### src/sv/bfd_pkg.sv
// shared types and constants for the box filter downscaler
// no dependencies; used by the front, back and top modules and the testbench
package bfd_pkg;

  // default sizing of the line store and accumulators
  localparam int DEF_MAX_LINE = 4096;
  localparam int DEF_SUM_BITS = 32;

  // row geometry is fixed by the register widths
  localparam int ROW_LIMIT = 4096;
  localparam int RW        = 13;
  localparam int TR_W      = 12;
  localparam int COORD_W   = 12;

  // configuration port
  localparam int CFG_W     = 13;
  localparam int CFG_IDX_W = 3;

  localparam logic [CFG_IDX_W-1:0] CFG_SRC_W = 3'd0;
  localparam logic [CFG_IDX_W-1:0] CFG_SRC_H = 3'd1;
  localparam logic [CFG_IDX_W-1:0] CFG_TGT_W = 3'd2;
  localparam logic [CFG_IDX_W-1:0] CFG_TGT_H = 3'd3;
  localparam logic [CFG_IDX_W-1:0] CFG_ALPHA = 3'd4;

  // register reset values
  localparam logic [CFG_W-1:0] RST_SRC_W = 13'd640;
  localparam logic [CFG_W-1:0] RST_SRC_H = 13'd480;
  localparam logic [CFG_W-1:0] RST_TGT_W = 13'd320;
  localparam logic [CFG_W-1:0] RST_TGT_H = 13'd240;

  // depth of the queue between front and back
  localparam int QUEUE_DEPTH = 4;

  typedef struct packed {
    logic [7:0] red_in;
    logic [7:0] green_in;
    logic [7:0] blue_in;
    logic [7:0] alpha_in;
  } pixel_in_t;

  typedef struct packed {
    logic [7:0]         red_out;
    logic [7:0]         green_out;
    logic [7:0]         blue_out;
    logic [7:0]         alpha_out;
    logic [COORD_W-1:0] out_column;
    logic [COORD_W-1:0] out_row;
    logic               frame_done;
  } pixel_out_t;

endpackage

### src/sv/bfd_back.sv
// back end: divides box sums by the pixel count and holds the result item
// depends on bfd_pkg
module bfd_back #(
  parameter int MAX_LINE = bfd_pkg::DEF_MAX_LINE,
  parameter int SUM_BITS = bfd_pkg::DEF_SUM_BITS
) (
  input  logic                 clk,
  input  logic                 rst,
  output logic                 q_pop,
  input  logic [4*SUM_BITS + $clog2(MAX_LINE+1) + bfd_pkg::RW
                + $clog2(MAX_LINE) + bfd_pkg::TR_W : 0] q_data,
  input  logic                 q_empty,
  output logic                 out_valid,
  input  logic                 out_ready,
  output bfd_pkg::pixel_out_t  out_data
);

  localparam int CW   = $clog2(MAX_LINE + 1);
  localparam int AW   = $clog2(MAX_LINE);
  localparam int TRW  = bfd_pkg::TR_W;
  localparam int CNTW = CW + bfd_pkg::RW;
  localparam int KW   = $clog2(SUM_BITS);
  localparam int CO   = 4*SUM_BITS;

  localparam logic [1:0] B_IDLE = 2'd0;
  localparam logic [1:0] B_DIV  = 2'd1;
  localparam logic [1:0] B_OUT  = 2'd2;

  logic [1:0]          state;
  logic [KW-1:0]       step;
  logic [SUM_BITS-1:0] num [4];
  logic [CNTW-1:0]     rem [4];
  logic [CNTW:0]       trial [4];
  logic [3:0]          ge;
  logic [CNTW-1:0]     divisor;
  logic [AW-1:0]       col;
  logic [TRW-1:0]      row;
  logic                done;

  assign q_pop     = (state == B_IDLE) && !q_empty;
  assign out_valid = (state == B_OUT);

  // one quotient bit per channel per cycle
  always_comb begin
    for (int k = 0; k < 4; k++) begin
      trial[k] = {rem[k], num[k][SUM_BITS-1]};
      ge[k]    = (trial[k] >= {1'b0, divisor});
    end
  end

  // control
  always_ff @(posedge clk) begin
    if (rst) begin
      state <= B_IDLE;
      step  <= '0;
    end else begin
      unique case (state)
        B_IDLE: begin
          step <= '0;
          if (!q_empty) state <= B_DIV;
        end
        B_DIV: begin
          step <= step + 1'b1;
          if (step == KW'(SUM_BITS - 1)) state <= B_OUT;
        end
        B_OUT: if (out_ready) state <= B_IDLE;
        default: state <= B_IDLE;
      endcase
    end
  end

  // dividend, remainder and item fields
  always_ff @(posedge clk) begin
    if (q_pop) begin
      for (int k = 0; k < 4; k++) begin
        num[k] <= q_data[k*SUM_BITS +: SUM_BITS];
        rem[k] <= '0;
      end
      divisor <= (q_data[CO +: CNTW] == '0) ? CNTW'(1) : q_data[CO +: CNTW];
      col     <= q_data[CO + CNTW +: AW];
      row     <= q_data[CO + CNTW + AW +: TRW];
      done    <= q_data[CO + CNTW + AW + TRW];
    end else if (state == B_DIV) begin
      for (int k = 0; k < 4; k++) begin
        num[k] <= {num[k][SUM_BITS-2:0], ge[k]};
        rem[k] <= CNTW'(ge[k] ? trial[k] - {1'b0, divisor} : trial[k]);
      end
    end
  end

  assign out_data.red_out    = num[0][7:0];
  assign out_data.green_out  = num[1][7:0];
  assign out_data.blue_out   = num[2][7:0];
  assign out_data.alpha_out  = num[3][7:0];
  assign out_data.out_column = bfd_pkg::COORD_W'(col);
  assign out_data.out_row    = row;
  assign out_data.frame_done = done;

endmodule

### config.mk
export PLATFORM = sky130hd
export DESIGN_NAME = bfd_back
export DESIGN_NICKNAME = d
export VERILOG_FILES = /design/src/sv/bfd_pkg.sv /design/src/sv/bfd_back.sv
export SDC_FILE = /design/constraint.sdc
export NUM_CORES = 1
export LEC_CHECK = 0
export BUFFER_PORTS_ARGS = -buffer_cell sky130_fd_sc_hd__buf_2
export CAP_MARGIN = 20
export CORE_ASPECT_RATIO = 0.75
export CORE_UTILIZATION = 53
export CTS_CLUSTER_SIZE = 16
export DETAILED_ROUTE_END_ITERATION = 8
export PLACE_DENSITY = 0.85
export SLEW_MARGIN = 0
export SYNTH_ARGS = -nofsm -noshare
export SYNTH_HDL_FRONTEND = slang
export SYNTH_SLANG_ARGS = --single-unit
### constraint.sdc
create_clock -name clk -period 13.8 [get_ports clk]
set_input_delay 1.38 -clock clk [delete_from_list [all_inputs] [get_ports clk]]
set_output_delay 1.38 -clock clk [all_outputs]
set_load 0.01 [all_outputs]
==> results.yml <==
yosys:
  synthesis.area_um2: 17700
  yosys_warnings: 0
  async_reset_ff_frac: 0
  synth_area_per_cell_um2: 9.67
  synth_edf_count: 283
  yosys_most_used_dff: "edfxtp_1"
  ys_seq_area_frac: 0.488
  syn_inst: 1832
  ys_types: 77
  synth_nets: 2125
  ys_ff_latch: 290
detailed_routing:
  first_pass_iters: 6
  drt_iter0_drc: 1411
  vias_per_cell: 5.77
  dr_total_vias: 14200
  drtAntennaViolNets: 0
  wl_um: 42500
  wl_per_cell_um: 17.3
  drc: 0
clocking:
  h-tree-depth: 1
  clock-root-buffer: "clkbuf_16"
  cts_setup_buffers: 0
  cts.path.max_buffers: 3
  numCtsBuffers: 31
  hold_buffers: 0
  cts_resized: 0
  cts_tree: "done"
  cts.sinks: 290
  clkLatencyLatePin_ps: 580
  clk_pin_slew_ps: 60
critical_path:
  slowest_stage: "a22oi_4"
  path_buf_inv: 1
  r2r_slack_ps: 9990
  setup.worst_path.end_class: "flip-flop"
  critical_path.cell_chain: "inv_1 -> ha_1 -> nor2b_1 -> o21a_1 -> o21ai_1 -> a21oi_1 -> o31ai_2 -> o21a_1 -> a22oi_4 -> nor2_1 -> or4_1"
  r2r-start: "divisor[1]"
  crit_required_ps: 14110
  crit_family: "compound AO/OA/AOI/OAI gates"
  cp-start-kind: "flip-flop"
  regToRegEndpoint: "rem[0][13]"
  crit_type: "reg2reg"
  cp_max_fo: 35
  crit_path_max_incr_delay_ps: 880
  crit_top_cell: "o21a_1"
  ff2ff_path_depth: 11
  arrival_ps: 4120
  cp_num_cells: 11
die:
  fp.dieH_um: 160
  start_util: 0.542
  die_area_um2: 34200
  io_pins: 242
  num_rows: 57
  die_w_um: 213
  core_um2: 32700
timing:
  rsz0062_at_grt: "no"
  clock_skew_ps: 23.6
  fin_crit_sh: 0.276
  tns_ps: 0
  worst_pin_slew_ps: 1150
  maxSlewViolCount: 0
  hold_viol: 0
  setup_violations: 0
  maxSlewHeadroom: 0.233
  max_freq_ghz: 0.262
  layout_min_cycle_time_ps: 3810
global_route:
  grt_antenna_before_repair: 0
  grt_pass1_vias: 13400
  gr-total-overflow: 0
  busiest_layer: "met2"
  grt_pass1_wl_um: 67300
  grt_use_met2: 0.398
  grt_use_total: 0.245
  grtUsageMet3: 0.0332
  use_met1: 0.347
  grt_max_degree: 153
hold_path:
  hold_path.class: "reg2reg"
  min_from: "num[2][16]"
  holdPathStages: 2
  holdPathEnd: "num[2][17]"
flow_run:
  drv_cap: 0
power:
  p_int_mw: 1.94
  p_leak_nw: 8.92
  combPwrFrac: 0.285
  power_mw: 2.84
  switching_share: 0.316
  p_per_area_nw_per_um2: 141
  ir_drop_mv: 0.123
  clkPwrFrac: 0.310
  p_seq_frac: 0.405
  p_sw_mw: 0.896
cells_and_area:
  fin_nets: 2282
  layout_common_cells: "nand2_1, edfxtp_1, buf_2, nor2_1, ha_1"
  antenna_cells: 0
  syn2layout_area_growth_pct: 13.2
  final_common_cell: "nand2_1"
  drive_gt1_frac: 0.167
placed_design:
  routabilityCongestion: 0.945
  port_buffers: 241
  detailed_place_hpwl_um: 30100
outcome:
  outcome: "complete, no violations"
[routing by layer]
layer	wire length, µm	vias up
li1	-	6793
met1	18600	6698
met2	19900	579
met3	2970	89
met4	995	0
met5	0	-
[synthesized netlist by cell type (5+ instances only)]
cell	number	area share
a21o_1	43	0.018
buf_4	38	0.016
edfxtp_1	283	0.48
nand3_1	19	0.0054
nand3b_1	5	0.0021
mux2i_1	51	0.029
o21a_1	21	0.0089
a211oi_1	25	0.011
and3_1	13	0.0046
nand2_1	475	0.10
clkbuf_1	78	0.017
nor2_1	134	0.028
or3_1	8	0.0028
nand2b_1	11	0.0039
and2_1	5	0.0018
buf_2	11	0.0031
o31a_1	5	0.0025
or2_2	8	0.0028
nand4_1	22	0.0078
o22ai_1	14	0.0049
nor2b_1	11	0.0039
xnor2_1	43	0.021
dfxtp_1	7	0.0079
a31oi_1	10	0.0035
o31ai_1	6	0.0025
ha_1	106	0.075
xor2_1	28	0.014
a21boi_0	6	0.0025
nor3_1	14	0.0040
o21ai_1	17	0.0048
a21oi_1	98	0.028
o21bai_1	15	0.0064
o211ai_1	5	0.0021
nor4_1	6	0.0021
inv_1	66	0.014
o21ai_0	46	0.013
[power by group through the flow]
stage          Sequential, mW  Combinational, mW  Clock (mW)
6_report                 1.15              0.808       0.878
5_1_grt                  1.16              0.893       0.922
2_1_floorplan            1.17              0.625           0
3_5_place_dp             1.16              0.790           0
3_3_place_gp             1.16              0.760           0
4_1_cts                  1.15              0.796       0.889
[sequential cells by signal, indices dropped and copies added (netlist names)]
name	count
num	128
rem	104
divisor	26
col	12
row	12
step	5
state	2
done	1
[cell type report]
class,instances,area [µm²]
fillers,2680,12600
clock buffers,39,816
repair buffers,251,1310
clock inverters,19,245
inverters,66,248
well taps,442,553
flip-flops and latches,290,8640
multi-input cells,1349,8240
[worst max path at each step]
stage                     from    endpoint
floorplan              q_empty   num[0][0]
global placement       q_empty       q_pop
detailed placement  divisor[1]  rem[2][25]
CTS                 divisor[1]  rem[2][25]
global route        divisor[1]  rem[0][21]
finish              divisor[1]  rem[0][13]
[kinds of logic after synthesis]
| logic type | count (synthesis) | share of synthesized area |
|---|---|---|
| AND/OR/NAND/NOR | 752 | 0.180 |
| AO/OA/AOI/OAI | 364 | 0.139 |
| flip-flops | 290 | 0.488 |
| buffers and inverters | 193 | 0.0497 |
| adder cells (fa/ha/maj) | 110 | 0.0794 |
| XOR/XNOR | 71 | 0.0351 |
| multiplexers | 52 | 0.0294 |
[metrics by stage]
| step | util | setup WS [ps] | hold slack (ps) | instance area, µm² | cells |
|---|---|---|---|---|---|
| after floorplan | - | 377 | 460 | 17700 | 1832 |
| after global placement | 0.581 | 10020 | 477 | 19000 | 2397 |
| after detailed placement | 0.581 | 9900 | 492 | 19000 | 2397 |
| after CTS | 0.613 | 9850 | 510 | 20000 | 2455 |
| after global routing | 0.614 | 9710 | 520 | 20100 | 2456 |
| final | 0.614 | 9990 | 508 | 20100 | 2456 |
[worst reg2reg max path, delay by kind of cell (launching register included)]
kind / cells / cell delay (ps)
AO/OA/AOI/OAI: 6 / 1710
AND/OR/NAND/NOR: 3 / 680
flip-flops: 1 / 580
adder cells (fa/ha/maj): 1 / 340
buffers and inverters: 1 / 240
(Power assumes the default switching activity.)
