`config.mk`:
```
export PLATFORM = sky130hd
export DESIGN_NAME = bfd_fifo
export DESIGN_NICKNAME = d
export VERILOG_FILES = /design/src/sv/bfd_fifo.sv
export SDC_FILE = /design/constraint.sdc
export NUM_CORES = 1
export LEC_CHECK = 0
export BUFFER_PORTS_ARGS = -buffer_cell sky130_fd_sc_hd__buf_2
export CAP_MARGIN = 5
export CORE_MARGIN = 10
export CORE_UTILIZATION = 40
export CTS_CLUSTER_SIZE = 40
export DETAILED_ROUTE_END_ITERATION = 6
export SYNTH_ARGS = -nofsm -noshare
export SYNTH_HDL_FRONTEND = slang
export SYNTH_SLANG_ARGS = --single-unit
```
`constraint.sdc`:
```
create_clock -name clk -period 5.1 [get_ports clk]
set_input_delay 1.02 -clock clk [delete_from_list [all_inputs] [get_ports clk]]
set_output_delay 1.02 -clock clk [all_outputs]
set_load 0.01 [all_outputs]
```
`src/sv/bfd_fifo.sv`:
```
// short queue of finished box sums between the front and the back
// no dependencies
module bfd_fifo #(
  parameter int WIDTH = 64,
  parameter int DEPTH = 4
) (
  input  logic             clk,
  input  logic             rst,
  input  logic             push,
  input  logic [WIDTH-1:0] push_data,
  output logic             full,
  input  logic             pop,
  output logic [WIDTH-1:0] pop_data,
  output logic             empty
);

  localparam int PW = (DEPTH > 1) ? $clog2(DEPTH) : 1;
  localparam int NW = $clog2(DEPTH + 1);

  logic [WIDTH-1:0] slots [DEPTH];
  logic [PW-1:0]    wr_ptr;
  logic [PW-1:0]    rd_ptr;
  logic [NW-1:0]    fill;

  assign full     = (fill == NW'(DEPTH));
  assign empty    = (fill == '0);
  assign pop_data = slots[rd_ptr];

  // storage
  always_ff @(posedge clk) begin
    if (push) begin
      slots[wr_ptr] <= push_data;
    end
  end

  // pointers and fill level
  always_ff @(posedge clk) begin
    if (rst) begin
      wr_ptr <= '0;
      rd_ptr <= '0;
      fill   <= '0;
    end else begin
      if (push) begin
        wr_ptr <= (wr_ptr == PW'(DEPTH - 1)) ? '0 : wr_ptr + 1'b1;
      end
      if (pop) begin
        rd_ptr <= (rd_ptr == PW'(DEPTH - 1)) ? '0 : rd_ptr + 1'b1;
      end
      if (push && !pop) begin
        fill <= fill + 1'b1;
      end else if (pop && !push) begin
        fill <= fill - 1'b1;
      end
    end
  end

endmodule

```
==> parameters.txt, run 1 <==
Parameter                              Value

Timing
  Ratio of final minimum period to clock period    70.5%
  Clock skew    0.00515 ns
  Slew HR    31.0%
  Final critical path time including I/O delays and setup    3.60 ns
  Total of endpoints with negative setup slack in the final report    0
  Accumulated negative setup slack    0 ns
  Max Clk Rate    278 MHz
  Measured slew at the worst slew-check pin    1.04 ns
  Max Slew Vio Count    0
  Final Hold Viols    0
  Unrepaired setup endpoints after global routing    false

Floorplanning
  Top-level I/O count    134
  Die footprint    31000 sq um
  Row cnt    57
  Vert. Die Dim    176 um
  Starting utilization of the core area    40.3%
  Die X-Extent    176 um
  Area of the placeable core    24200 sq um

Layout
  Non-filler cells in the finished layout    872
  Fraction of layout instances using a drive strength above 1    44.3%
  Final #Nets    603
  Diode insertion count for antenna repair    0
  Post-synthesis to final-layout area growth    18.3%

Routing
  Drt wl/cell    21.0 um
  Violation count after the first detailed-routing iteration    236
  Antenna violation net count after detailed routing    0
  Total Routed Length    18.3 mm
  Number of vias per cell    5.06
  DRC Markers    0
  Total number of vias    4409
  Router iterations before antenna repair    6

Placement
  Routability cong.    0.697
  Total half-perimeter wirelength after legalization and detailed placement    10.7 mm
  DP Cell Count    823
  Input/output buffers    133

Setup path
  Worst reg-to-reg path cell count    3
  Arrival time at the worst endpoint    2.58 ns
  Delay of the slowest cell on the worst path    0.83 ns
  Reg-to-Reg Start    wr_ptr[0]
  Critical path's slowest cell    dfxtp_4
  Worst-path maximum fanout    36
  Endpoint type of the worst setup path    output pin
  Worst Setup Path Type    reg2out
  Required time at the worst-slack endpoint    4.08 ns
  Kind of launch point of the worst setup path    flop
  Series of cell instances along the critical path    buf_4, mux4_2, buf_2

Worst hold path
  Worst Hold Class    reg2reg
  Hold depth    2
  Source of the worst hold timing path    rd_ptr[1]

Clock network
  Post-CTS setup buffers    0
  CTS tree    yes
  Clock tree root buffer cell    clkbuf_16
  Number of gates given a new drive strength after cts    0
  Total clock buffers created by CTS    27
  Hold Buf Count CTS    0
  Clock latency on the worst-skew pair    0.52 ns
  Clk pin slew, worst setup/hold paths    0.06 ns
  Number of H-tree branching levels    1
  Largest buffer count on any clock path    3
  Total clock sinks    265

Synthesis
  Post-synthesis cell type count    20
  Warning count from the yosys run    0
  Cell with the most instances after synthesis    edfxtp_1
  Leading cell types by total area after synthesis    edfxtp_1 (79%), mux4_2 (14%), dfxtp_1 (1.8%), buf_12 (1.2%), mux4_1 (1.1%)
  Gate count of the mapped netlist    378
  Asr flop ratio synth    0%
  Share of the synthesized area in the top cell type    78.8%
  #FFs+latches synth    265
  Average footprint of a synthesized cell    25.8 sq um
  Portion of the post-synthesis area used by sequential elements    80.7%
  Number of flops mapped to enable cells by yosys    256
  Flip-flop cell with the highest count after synthesis    edfxtp_1
  Most numerous cell types in the synthesized netlist    edfxtp_1 (256), mux4_2 (60), dfxtp_1 (9)
  Net Count, Synth    453
  Synthesized cell area    9750 sq um
  Library cell with the largest summed area after synthesis    edfxtp_1

Power
  Cell Pwr Density    415 nW/um^2
  Switching share of total power    21.6%
  VDD IR-drop max    0.242 mV
  Leakage    3.88 nW
  Design internal power    0.00375 W
  Net Switching    0.00103 W
  Relative contribution of the clock network to total power    38.9%
  Sequential share of power    53.3%
  Combinational power share    7.8%

Global routing
  Pin count of the biggest net entering global routing    65
  Final global-route overflow total    0
  First-pass GRT wire length    28.4 mm
  Number of global-route vias before repair    4956
  Antenna violations before repair    1
  Overall fraction of global-route tracks in use    11.7%

Outcome
  Status    finished clean

Run
  Max-cap viol count    0
==> flip-flops by register name, indices dropped and copies added (netlist names), named ones only <==
signal / cells
fill: 3
wr_ptr: 2
rd_ptr: 2
slots: 256
==> power by group through the flow <==
stage	Clock, W	Combinational [W]	Sequential [W]
global placement	0	0.000374	0.00259
detailed placement	0	0.000385	0.00260
floorplan	0	0.000250	0.00256
CTS	0.00191	0.000387	0.00255
global route	0.00199	0.000410	0.00256
finish	0.00186	0.000374	0.00255
==> metrics by stage <==
step           hold slack [ns]  instance area, sq um  setup WS (ns)  power, W  util, %
4_1_cts                  0.540                 11500           1.40   0.00485     47.7
6_report                 0.537                 11500           1.50   0.00478     47.7
5_1_grt                  0.568                 11500           1.28   0.00496     47.7
3_3_place_gp             0.476                 10700           1.98   0.00296     44.2
2_1_floorplan            0.460                  9750           2.14   0.00281        -
3_5_place_dp             0.530                 10700           1.96   0.00298     44.2
==> cell families after synthesis <==
kind of cell | count (synthesis) | synth area share (%)
compound gates | 3 | 0.154
buf+inv | 18 | 1.86
fa+ha+maj | 7 | 0.975
mux | 68 | 15.3
xor+xnor | 2 | 0.180
flops | 265 | 80.7
simple gates | 15 | 0.796
==> critical path: cells and delay by family, from the launching register on <==
| kind | cells | cell delay, ns |
|---|---|---|
| DFF | 1 | 0.83 |
| buffers and inverters | 2 | 0.61 |
| muxes | 1 | 0.58 |
==> cells in the final DEF (no fill, tap or decap), types with 5 or more instances in the layout <==
| cell | instances |
|---|---|
| edfxtp_1 | 256 |
| buf_2 | 133 |
| mux4_2 | 60 |
| clkbuf_16 | 27 |
| nor2_1 | 7 |
| clkinv_2 | 7 |
| dfxtp_1 | 7 |
| ha_1 | 6 |
| clkbuf_1 | 5 |
==> routing by layer <==
layer | vias up | GRT usage [%] | wire [um]
met5 | - | 0 | 8
met4 | 2 | 3.92 | 458
met3 | 35 | 3.18 | 1080
met2 | 117 | 20.0 | 9290
met1 | 2338 | 14.0 | 7460
li1 | 1917 | - | -
==> cell type report <==
cell class	count	area (sq um)
Fill cell	2029	12600
Sequential cell	265	7880
Multi-Input combinational cell	95	1710
Clock buffer	32	694
Timing Repair Buffer	135	681
Tap cell	324	405
Clock inverter	17	151
Inverter	4	15.0
==> worst paths after layout <==
check / to / slack (ns)
worst min register to register: flop / 0.54
worst min-delay path: flop / 0.54
worst max register to register: slots[0][18] / 3.25
worst max-delay path: pop_data[12] / 1.50
(Power assumes the default switching activity.)
==> inputs of run 2 (changes only) <==
Clock period 5.1 ns to 3.31 ns, I/O delays scaled along.
==> parameters.txt, run 2 (same netlist as run 1, synthesis figures left out) <==
Parameter                              Value

Clock network
  CTS tree    yes
  Number of H-tree branching levels    1
  Total clock buffers created by CTS    27
  Hold Buf Count CTS    0
  Clock latency on the worst-skew pair    0.53 ns
  Clk pin slew, worst setup/hold paths    0.06 ns
  Post-CTS setup buffers    0
  Largest buffer count on any clock path    3
  Number of gates given a new drive strength after cts    0
  Clock tree root buffer cell    clkbuf_16
  Total clock sinks    265

Timing
  Accumulated negative setup slack    0 ns
  Unrepaired setup endpoints after global routing    false
  Clock skew    0.0227 ns
  Slew HR    65.0%
  Final Hold Viols    0
  Total of endpoints with negative setup slack in the final report    0
  Post-Route Hold Slack    0.341 ns
  Max Slew Vio Count    0
  Final critical path time including I/O delays and setup    2.95 ns
  Measured slew at the worst slew-check pin    0.524 ns
  Ratio of final minimum period to clock period    89.1%
  Max Clk Rate    339 MHz

Routing
  Total number of vias    4372
  Met1 Wirelength    7.61 mm
  Antenna violation net count after detailed routing    0
  Drt wl/cell    21.1 um
  Total Routed Length    18.6 mm
  Violation count after the first detailed-routing iteration    271
  Amount of wire on met3 after detailed routing    1.26 mm
  Number of vias per cell    4.96
  Highest metal layer with signal wires    met5
  Routed wire length on met2    9.41 mm
  DRC Markers    0
  Router iterations before antenna repair    4

Floorplanning
  Area of the placeable core    24200 sq um
  Die X-Extent    176 um
  Top-level I/O count    134
  Row cnt    57
  Vert. Die Dim    176 um
  Starting utilization of the core area    40.3%
  Die footprint    31000 sq um

Layout
  Highest-count cells in the layout ignoring fill and taps    edfxtp_1 (256), buf_2 (133), mux4_2 (60)
  Most flop-heavy register    slots
  Fraction of layout instances using a drive strength above 1    44.4%
  Most frequent standard cell in the layout excluding fill and tap cells    edfxtp_1
  Post-synthesis to final-layout area growth    19.1%
  Final #Nets    611
  Flip-flop count of the largest register after layout    256
  Non-filler cells in the finished layout    881
  Largest registers    slots: 256 flops, fill: 3 flops
  Utilization of the core after routing    48.0%

Global routing
  Overall fraction of global-route tracks in use    11.9%
  Number of global-route vias before repair    4927
  First-pass GRT wire length    28.7 mm
  Antenna violations before repair    1
  Pin count of the biggest net entering global routing    43
  Final global-route overflow total    0

Setup path
  Reg-to-Reg Start    wr_ptr[0]
  Required time at the worst-slack endpoint    2.65 ns
  Arrival time at the worst endpoint    2.29 ns
  Worst reg-to-reg path cell count    3
  Worst-path maximum fanout    18
  Worst flop-to-flop path endpoint    slots[3][18]
  Worst Setup Path Type    reg2out
  Register-to-register setup slack    1.55 ns
  Kind of launch point of the worst setup path    flop
  Endpoint type of the worst setup path    output pin

Run
  Max-cap viol count    0

Power
  Leakage    3.92 nW
  VDD IR-drop max    0.348 mV
  Cell Pwr Density    625 nW/um^2

Worst hold path
  Worst Hold Class    in2reg
  Hold depth    1
  Source of the worst hold timing path    push_data[36]
  Worst hold endpoint    slots[3][36]

Placement
  DP Cell Count    831
  Input/output buffers    133
  Total half-perimeter wirelength after legalization and detailed placement    11.5 mm
  Routability cong.    0.686

Outcome
  Status    finished clean
-- run 2: cell count changes in the layout (fill, tap and decap cells not counted), sizes merged --
cell      delta
buf          +8
bufinv       -1
clkbuf       +3
clkinv       -1
clkinvlp     -2
diode        +1
inv          +1
-- run 2: report_power, final --
group,internal [W],switching (W),leakage [nW]
clock network,0.00158,0.00116,0.397
registers,0.00384,0.0000603,2.43
logic,0.000289,0.000327,1.10
total,0.00571,0.00155,3.92
-- run 2: how the worst max path moves through the flow --
stage          from           end  slack (ns)
2_1_floorplan  push   slots[0][0]        0.71
3_3_place_gp   flop  pop_data[44]        0.89
3_5_place_dp   flop  pop_data[44]        0.84
4_1_cts        flop  pop_data[44]        0.28
5_1_grt        flop  pop_data[44]        0.20
6_report       flop  pop_data[44]        0.36
-- run 2: metrics by stage --
stage                     power, W  worst slack, ns  instance area, sq um
final                      0.00726            0.360                 11600
after global routing       0.00757            0.196                 11600
after CTS                  0.00737            0.276                 11600
after detailed placement   0.00461            0.838                 10800
after global placement     0.00458            0.889                 10800
after floorplan            0.00433            0.713                  9750
-- run 2: cell type report --
class / instances / area, sq um
fill: 1996 / 12600
sequential: 265 / 7880
multi-input combinational: 95 / 1710
timing repair buffer: 143 / 803
clock buffer: 35 / 706
tap: 324 / 405
clock inverter: 14 / 97.6
inverter: 4 / 15.0
antenna: 1 / 2.50
-- run 2: metal layers --
metal  GRT usage (%)  vias up
li1                -     1936
met1            14.5     2287
met2            20.4      117
met3            3.42       30
met4            3.46        2
met5               0        -
-- run 2: critical path, stage by stage, from the launching register on --
cell,delay [ns]
dfxtp_4,0.61
buf_4,0.38
mux4_1,0.60
buf_2,0.16
